File: src/design/ldkr_pkg.sv
`timescale 1ns / 1ps

package ldkr_pkg;

    localparam int KEY_COUNT   = 24;
    localparam int REPORT_BITS = 24;
    localparam int COUNT_W     = 5;
    localparam int TIME_W      = 32;
    localparam int DEB_W       = 16;
    localparam int KEY_IDX_W   = (KEY_COUNT > 1) ? $clog2(KEY_COUNT) : 1;

    localparam logic [KEY_IDX_W-1:0] LAST_KEY = KEY_IDX_W'(KEY_COUNT - 1);

    // APB register file
    localparam int PADDR_W     = 3;
    localparam int PDATA_W     = 32;
    localparam int REG_SEL_BIT = 2;
    localparam logic REG_MAX_PRESSED = 1'b0;
    localparam logic REG_DEBOUNCE_MS = 1'b1;

    localparam logic [COUNT_W-1:0] MAX_PRESSED_RST = 5'd6;
    localparam logic [DEB_W-1:0]   DEBOUNCE_RST    = 16'd5;

    typedef enum logic [1:0] {
        ST_IDLE,
        ST_WALK,
        ST_DONE
    } ctrl_state_t;

    typedef struct packed {
        logic load_in;
        logic step;
        logic load_out;
    } dp_cmd_t;

    typedef struct packed {
        logic walk_done;
        logic out_free;
    } dp_status_t;

endpackage

File: src/design/ldkr_cfg_regs.sv
`timescale 1ns / 1ps

module ldkr_cfg_regs
    import ldkr_pkg::*;
(
    input  logic               aclk,
    input  logic               aresetn,
    input  logic               psel,
    input  logic               penable,
    input  logic               pwrite,
    input  logic [PADDR_W-1:0] paddr,
    input  logic [PDATA_W-1:0] pwdata,
    output logic [PDATA_W-1:0] prdata,
    output logic               pready,
    output logic [COUNT_W-1:0] max_pressed,
    output logic [DEB_W-1:0]   debounce_ms
);

    logic [COUNT_W-1:0] max_pressed_reg;
    logic [COUNT_W-1:0] max_pressed_next;
    logic [DEB_W-1:0]   debounce_reg;
    logic [DEB_W-1:0]   debounce_next;
    logic               wr_en;

    assign wr_en  = psel && penable && pwrite;
    assign pready = 1'b1;

    always_comb begin
        max_pressed_next = max_pressed_reg;
        debounce_next    = debounce_reg;
        if (wr_en) begin
            case (paddr[REG_SEL_BIT])
                REG_MAX_PRESSED: max_pressed_next = pwdata[COUNT_W-1:0];
                REG_DEBOUNCE_MS: debounce_next    = pwdata[DEB_W-1:0];
                default: ;
            endcase
        end
    end

    always_comb begin
        case (paddr[REG_SEL_BIT])
            REG_MAX_PRESSED: prdata = PDATA_W'(max_pressed_reg);
            REG_DEBOUNCE_MS: prdata = PDATA_W'(debounce_reg);
            default:         prdata = '0;
        endcase
    end

    always_ff @(posedge aclk) begin
        if (!aresetn) begin
            max_pressed_reg <= MAX_PRESSED_RST;
            debounce_reg    <= DEBOUNCE_RST;
        end else begin
            max_pressed_reg <= max_pressed_next;
            debounce_reg    <= debounce_next;
        end
    end

    assign max_pressed = max_pressed_reg;
    assign debounce_ms = debounce_reg;

endmodule

File: src/design/ldkr_ctrl.sv
`timescale 1ns / 1ps

module ldkr_ctrl
    import ldkr_pkg::*;
(
    input  logic       aclk,
    input  logic       aresetn,
    input  logic       s_valid,
    output logic       s_ready,
    input  dp_status_t status,
    output dp_cmd_t    cmd
);

    ctrl_state_t state_reg;
    ctrl_state_t state_next;

    always_ff @(posedge aclk) begin
        if (!aresetn) begin
            state_reg <= ST_IDLE;
        end else begin
            state_reg <= state_next;
        end
    end

    always_comb begin
        state_next = state_reg;
        cmd        = '0;
        s_ready    = 1'b0;
        case (state_reg)
            ST_IDLE: begin
                s_ready = 1'b1;
                if (s_valid) begin
                    cmd.load_in = 1'b1;
                    state_next  = ST_WALK;
                end
            end
            ST_WALK: begin
                cmd.step = 1'b1;
                if (status.walk_done) begin
                    state_next = ST_DONE;
                end
            end
            ST_DONE: begin
                // wait for the output register to drain
                if (status.out_free) begin
                    cmd.load_out = 1'b1;
                    state_next   = ST_IDLE;
                end
            end
            default: begin
                state_next = ST_IDLE;
            end
        endcase
    end

endmodule

File: src/design/ldkr_datapath.sv
`timescale 1ns / 1ps

module ldkr_datapath
    import ldkr_pkg::*;
(
    input  logic                   aclk,
    input  logic                   aresetn,
    input  dp_cmd_t                cmd,
    output dp_status_t             status,
    input  logic [TIME_W-1:0]      now_ms,
    input  logic [REPORT_BITS-1:0] raw_levels,
    input  logic [COUNT_W-1:0]     max_pressed,
    input  logic [DEB_W-1:0]       debounce_ms,
    output logic                   m_valid,
    input  logic                   m_ready,
    output logic [REPORT_BITS-1:0] m_key_report,
    output logic [COUNT_W-1:0]     m_press_count
);

    // per-key debounce state
    logic [KEY_COUNT-1:0]   stable_reg;
    logic [TIME_W-1:0]      lock_reg [KEY_COUNT];

    // working registers of the current scan
    logic [TIME_W-1:0]      now_reg;
    logic [KEY_COUNT-1:0]   raw_reg;
    logic [KEY_IDX_W-1:0]   idx_reg;
    logic [REPORT_BITS-1:0] rpt_reg;
    logic [REPORT_BITS-1:0] rpt_next;
    logic [COUNT_W-1:0]     cnt_reg;
    logic [COUNT_W-1:0]     cnt_next;

    logic                   out_valid_reg;
    logic [REPORT_BITS-1:0] out_rpt_reg;
    logic [COUNT_W-1:0]     out_cnt_reg;

    logic [KEY_COUNT-1:0]   raw_ext;
    logic                   cur_raw;
    logic                   cur_stable;
    logic [TIME_W-1:0]      cur_lock;
    logic                   take_edge;
    logic                   new_level;
    logic                   in_report;
    logic                   pressed;
    logic [COUNT_W:0]       cnt_inc;
    logic                   limit_hit;
    logic [REPORT_BITS-1:0] key_mask;
    logic [TIME_W-1:0]      lock_new;

    // keys without a report bit read as released
    always_comb begin
        for (int i = 0; i < KEY_COUNT; i++) begin
            raw_ext[i] = (i < REPORT_BITS) ? raw_levels[i % REPORT_BITS] : 1'b1;
        end
    end

    always_comb begin
        for (int j = 0; j < REPORT_BITS; j++) begin
            key_mask[j] = (32'(idx_reg) == 32'(j));
        end
    end

    assign cur_raw    = raw_reg[idx_reg];
    assign cur_stable = stable_reg[idx_reg];
    assign cur_lock   = lock_reg[idx_reg];
    assign take_edge  = (cur_raw != cur_stable) && (now_reg >= cur_lock);
    assign new_level  = take_edge ? cur_raw : cur_stable;
    assign in_report  = (32'(idx_reg) < 32'(REPORT_BITS));
    assign pressed    = !new_level && in_report;
    assign cnt_inc    = {1'b0, cnt_reg} + (COUNT_W + 1)'(1);
    assign limit_hit  = pressed && (max_pressed != '0) && (cnt_inc >= {1'b0, max_pressed});
    assign lock_new   = now_reg + TIME_W'(debounce_ms);
    assign rpt_next   = pressed ? (rpt_reg & ~key_mask) : rpt_reg;
    assign cnt_next   = pressed ? cnt_inc[COUNT_W-1:0] : cnt_reg;

    assign status.walk_done = limit_hit || (idx_reg == LAST_KEY);
    assign status.out_free  = !out_valid_reg || m_ready;

    always_ff @(posedge aclk) begin
        if (!aresetn) begin
            stable_reg <= '1;
            for (int i = 0; i < KEY_COUNT; i++) begin
                lock_reg[i] <= '0;
            end
        end else if (cmd.step && take_edge) begin
            stable_reg[idx_reg] <= cur_raw;
            lock_reg[idx_reg]   <= lock_new;
        end
    end

    always_ff @(posedge aclk) begin
        if (!aresetn) begin
            out_valid_reg <= 1'b0;
        end else if (cmd.load_out) begin
            out_valid_reg <= 1'b1;
        end else if (m_ready) begin
            out_valid_reg <= 1'b0;
        end
    end

    always_ff @(posedge aclk) begin
        if (cmd.load_in) begin
            now_reg <= now_ms;
            raw_reg <= raw_ext;
            idx_reg <= '0;
            rpt_reg <= '1;
            cnt_reg <= '0;
        end else if (cmd.step) begin
            idx_reg <= idx_reg + KEY_IDX_W'(1);
            rpt_reg <= rpt_next;
            cnt_reg <= cnt_next;
        end
        if (cmd.load_out) begin
            out_rpt_reg <= rpt_reg;
            out_cnt_reg <= cnt_reg;
        end
    end

    assign m_valid       = out_valid_reg;
    assign m_key_report  = out_rpt_reg;
    assign m_press_count = out_cnt_reg;

endmodule

File: src/design/lockout_debounce_key_report.sv
// Key debounce with eager lockout and a pressed-key report. Each scan on the
// s_ channel (timestamp in ms, raw level per key, 0 = pressed) updates the
// debounced level of each key it visits, in index order, and returns one
// report on the m_ channel: all ones except cleared bits for pressed keys,
// plus their count. A scan is loaded, then visits the keys (all 24 with no
// limit, fewer when max_pressed stops the walk), then hands the report to
// the output register. The walk is paced by the single lockout compare and
// add unit, shared across keys and used once per cycle. A new scan is taken
// once the previous report sits in the output register, so a stalled m_
// channel delays the next scan. max_pressed (0x0) and debounce_ms (0x4) are
// to be written over APB only while no scan is in flight; the block itself
// does not enforce this. Lockout state resets to zero with no clearing pass.
`timescale 1ns / 1ps

module lockout_debounce_key_report
    import ldkr_pkg::*;
(
    input  logic                   aclk,
    input  logic                   aresetn,

    input  logic                   s_valid,
    output logic                   s_ready,
    input  logic [TIME_W-1:0]      s_now_ms,
    input  logic [REPORT_BITS-1:0] s_raw_levels,

    output logic                   m_valid,
    input  logic                   m_ready,
    output logic [REPORT_BITS-1:0] m_key_report,
    output logic [COUNT_W-1:0]     m_press_count,

    input  logic                   psel,
    input  logic                   penable,
    input  logic                   pwrite,
    input  logic [PADDR_W-1:0]     paddr,
    input  logic [PDATA_W-1:0]     pwdata,
    output logic [PDATA_W-1:0]     prdata,
    output logic                   pready
);

    logic [COUNT_W-1:0] max_pressed;
    logic [DEB_W-1:0]   debounce_ms;
    dp_cmd_t            cmd;
    dp_status_t         status;

    ldkr_cfg_regs u_cfg (
        .aclk        (aclk),
        .aresetn     (aresetn),
        .psel        (psel),
        .penable     (penable),
        .pwrite      (pwrite),
        .paddr       (paddr),
        .pwdata      (pwdata),
        .prdata      (prdata),
        .pready      (pready),
        .max_pressed (max_pressed),
        .debounce_ms (debounce_ms)
    );

    ldkr_ctrl u_ctrl (
        .aclk    (aclk),
        .aresetn (aresetn),
        .s_valid (s_valid),
        .s_ready (s_ready),
        .status  (status),
        .cmd     (cmd)
    );

    ldkr_datapath u_dp (
        .aclk          (aclk),
        .aresetn       (aresetn),
        .cmd           (cmd),
        .status        (status),
        .now_ms        (s_now_ms),
        .raw_levels    (s_raw_levels),
        .max_pressed   (max_pressed),
        .debounce_ms   (debounce_ms),
        .m_valid       (m_valid),
        .m_ready       (m_ready),
        .m_key_report  (m_key_report),
        .m_press_count (m_press_count)
    );

endmodule

File: config.mk
export PLATFORM = sky130hd
export DESIGN_NAME = lockout_debounce_key_report
export DESIGN_NICKNAME = d
export VERILOG_FILES = /design/src/design/ldkr_pkg.sv /design/src/design/ldkr_cfg_regs.sv /design/src/design/ldkr_ctrl.sv /design/src/design/ldkr_datapath.sv /design/src/design/lockout_debounce_key_report.sv
export SDC_FILE = /design/constraint.sdc
export NUM_CORES = 2
export LEC_CHECK = 0
export ABC_AREA = 1
export BUFFER_PORTS_ARGS = -buffer_cell sky130_fd_sc_hd__buf_2
export CAP_MARGIN = 15
export CORE_MARGIN = 4
export CORE_UTILIZATION = 35
export CTS_CLUSTER_SIZE = 12
export DETAILED_ROUTE_END_ITERATION = 8
export PLACE_DENSITY = 0.49
export SLEW_MARGIN = 5
export SYNTH_ARGS = -nofsm -noshare
export SYNTH_HDL_FRONTEND = slang
export SYNTH_SLANG_ARGS = --single-unit
File: constraint.sdc
create_clock -name aclk -period 10.3 [get_ports aclk]
set_input_delay 2.06 -clock aclk [delete_from_list [all_inputs] [get_ports aclk]]
set_output_delay 2.06 -clock aclk [all_outputs]
set_load 0.1 [all_outputs]
==> results_dict.tcl <==
set metrics [dict create \
    cp.depth 22 \
    period_needed_ns 6.47 \
    drcViolationCount 0 \
    grt_pass1_vias 35952 \
    slew_viol_final 0 \
    finalSetupTns_ns 0 \
    slowest_stage "buf_4" \
    powerDensity_nw_per_um2 247 \
    io_buffers 126 \
    synth_compound_gate_area_share 0.114 \
    setup_viol 0 \
    clock.fmax_mhz 155 \
    dpl_worst_slack_ns 3.86 \
    status "finished, final reports clean" \
    ys_seq_elements 1196 \
    ys_seq_area_frac 0.673 \
    synth_edf_count 1109 \
    setup_slack_ns 3.83 \
    final_cell_mix "nor2_1, edfxtp_1, o21ai_0" \
    path_buf_inv 5 \
    initial_core_util 0.352 \
    tightest_slew_ns 1.20 \
    post-route-util 0.404 \
    hold_path_class "reg2reg" \
    wl_per_cell_um 24.6 \
    regArea_um2 35100 \
    clock_latency_ns 0.77 \
    cts_buffer_depth 3 \
    syn-cell-area_um2 52000 \
    ioPinCount 162 \
    cp_data_arrival_time_ns 6.94 \
    max_slew_margin 0.199 \
    die_x_um 394 \
    async_flop_share 0 \
    p_leak_nw 22.5 \
    synth.distinct_cells 40 \
    crit_end "u_dp.lock_reg[21][26]" \
    antenna_found_initial 14 \
    synth_xor_area_frac 0.00488 \
    synth_flop_cell "edfxtp_1" \
    synth_top_family_by_area "simple AND/OR/NAND/NOR gates" \
    critPathKind "reg2reg" \
    cts_buffers 131 \
    rows 141 \
    yosys_warnings 0 \
    drtPass1Iterations 5 \
    rsz0062_at_grt "false" \
    grt.overflow.total 0 \
    syn_inst 4814 \
    largest_reg_flops 1024 \
    cp.required_ns 10.77 \
    crit_family "buffers and inverters" \
    reg2reg_depth 22 \
    cp_common_cell "buf_4" \
    grt_usage 0.219 \
    grt_pass1_wl_um 251000 \
    final_hold_viol_count 0 \
    cts_tree "done" \
    drtAntennaViolNets 0 \
    drt_wl_total_um 174000 \
    area_growth_pct 14.6 \
    r2r-end "u_dp.lock_reg[21][26]" \
    synthMuxAreaShare 0 \
    syn_avg_cell_area_um2 10.8 \
    period_share 0.628 \
    path_max_fanout 58 \
    critical_path.cell_chain "buf_4 -> buf_4 -> o21ai_0 -> o22ai_1 -> nor2_1 -> nor2_1 -> o21ai_0 -> a32o_1 -> ha_1 -> a21oi_1 -> o21ai_0 -> nand2_1 -> nand2_1 -> a21oi_1 -> a21oi_4 -> buf_4 -> nand2_1 -> nor2_1 -> buf_4 -> nand2_2 -> buf_4 -> nor2_1" \
    cts-resized-gates 0 \
    clockRootBuffer "clkbuf_16" \
    path_clk_slew_ns 0.06 \
    hold_buffers 0 \
    core_area_um2 148000 \
    nFillCells 14257 \
    yosys.area_share.simple 0.151 \
    place.gp.congestion 0.828 \
    h-tree-depth 4 \
    vdd_drop_max_mv 0.221 \
    fin_nets 5194 \
    die_area_um2 155000 \
    grt_max_degree 155 \
    multiInputGateArea_um2 16100 \
    reg2reg_slack_ns 3.83 \
    clock_sinks 1196 \
    hpwlAfterDp_um 92100 \
    drt_iter0_drc 4143 \
    layout_commonest_cell "nor2_1" \
    die_height_um 394 \
    yosys.area_share.adder 0.0146 \
    cap_violations 0 \
    postCtsSetupBuffers 0 \
    drive_above_1_share 0.0921 \
    start_kind "flip-flop" \
    via_count 38083 \
    vias_per_cell 5.39 \
    endpoint_kind "flip-flop" \
    finClkSkew_ns 0.0315 \
    cpPeakStageDelay_ns 0.66 \
]
-- report_power, final --
part / total, W / leakage (nW) / switching, W / internal [W]
clock: 0.00450 / 1.95 / 0.00194 / 0.00255
combinational: 0.00435 / 8.72 / 0.00321 / 0.00114
sequential: 0.00590 / 11.9 / 0.000164 / 0.00574
-- worst reg2reg max path: cells and delay by family, from the launching register on --
family | cells | cell delay [ns]
DFF | 1 | 0.47
and+or+nand+nor | 8 | 1.06
adders and majority gates | 1 | 0.29
buffers and inverters | 5 | 2.35
AOI/OAI and AO/OA | 8 | 2.00
-- cells in the mapped netlist, drive strengths merged (27+ instances only) --
cell type  instances  area [um^2]
edfxtp          1109        33300
o21ai            599         3000
a21oi             43          215
nand2            303         1140
buf               91          477
nand4             30          238
inv              132          495
o22ai             67          419
o221ai           190         1660
nor2            1513         5690
ha                59          738
nand3            136          681
a31oi             29          181
dfxtp             87         1740
clkbuf           318         1190
a32o              27          270
-- cell type report --
type / count / share of cell area
Inverter: 134 / 0.00881
Multi-Input combinational cell: 3346 / 0.270
Clock inverter: 49 / 0.00722
Sequential cell: 1196 / 0.588
Tap cell: 1930 / 0.0405
Antenna cell: 7 / 0.000294
Timing Repair Buffer: 227 / 0.0253
Clock buffer: 183 / 0.0600
-- per-stage QoR --
stage	hold WS (ns)	total power, W	cell area, um^2	std cells
floorplan	0.409	0.00879	53100	5085
global placement	0.416	0.0103	55600	6831
detailed placement	0.419	0.0103	55600	6833
CTS	0.435	0.0148	59600	7065
global route	0.438	0.0155	59600	7065
finish	0.436	0.0147	59600	7072
-- kinds of logic after synthesis --
family          count (synthesis)
fa+ha+maj                      60
xor+xnor                       29
compound gates                977
flops                        1196
simple gates                 2007
other cells                     2
buf+inv                       543
-- metal layers --
layer  track usage  vias to the layer above  share of wire
met5      0.000616                        -        0.00030
met4        0.0823                        8          0.038
met3        0.0384                      347          0.079
met2         0.335                     1632           0.44
met1         0.311                    18917           0.44
li1              -                    17179              -
-- worst min path at each step --
| stage | to | slack (ns) | cells past startpoint | start |
|---|---|---|---|---|
| 4_1_cts | u_dp.m_key_report[6] | 0.44 | 0 | u_dp.rpt_reg[6] |
| 2_1_floorplan | u_dp.m_key_report[0] | 0.41 | 0 | u_dp.rpt_reg[0] |
| 5_1_grt | u_dp.m_key_report[6] | 0.44 | 0 | u_dp.rpt_reg[6] |
| 3_5_place_dp | u_dp.m_key_report[0] | 0.42 | 0 | u_dp.rpt_reg[0] |
| 3_3_place_gp | u_dp.m_key_report[19] | 0.42 | 0 | u_dp.rpt_reg[19] |
| 6_report | u_dp.m_key_report[6] | 0.44 | 0 | u_dp.rpt_reg[6] |
Note: power is estimated with default switching activity, not from simulation.
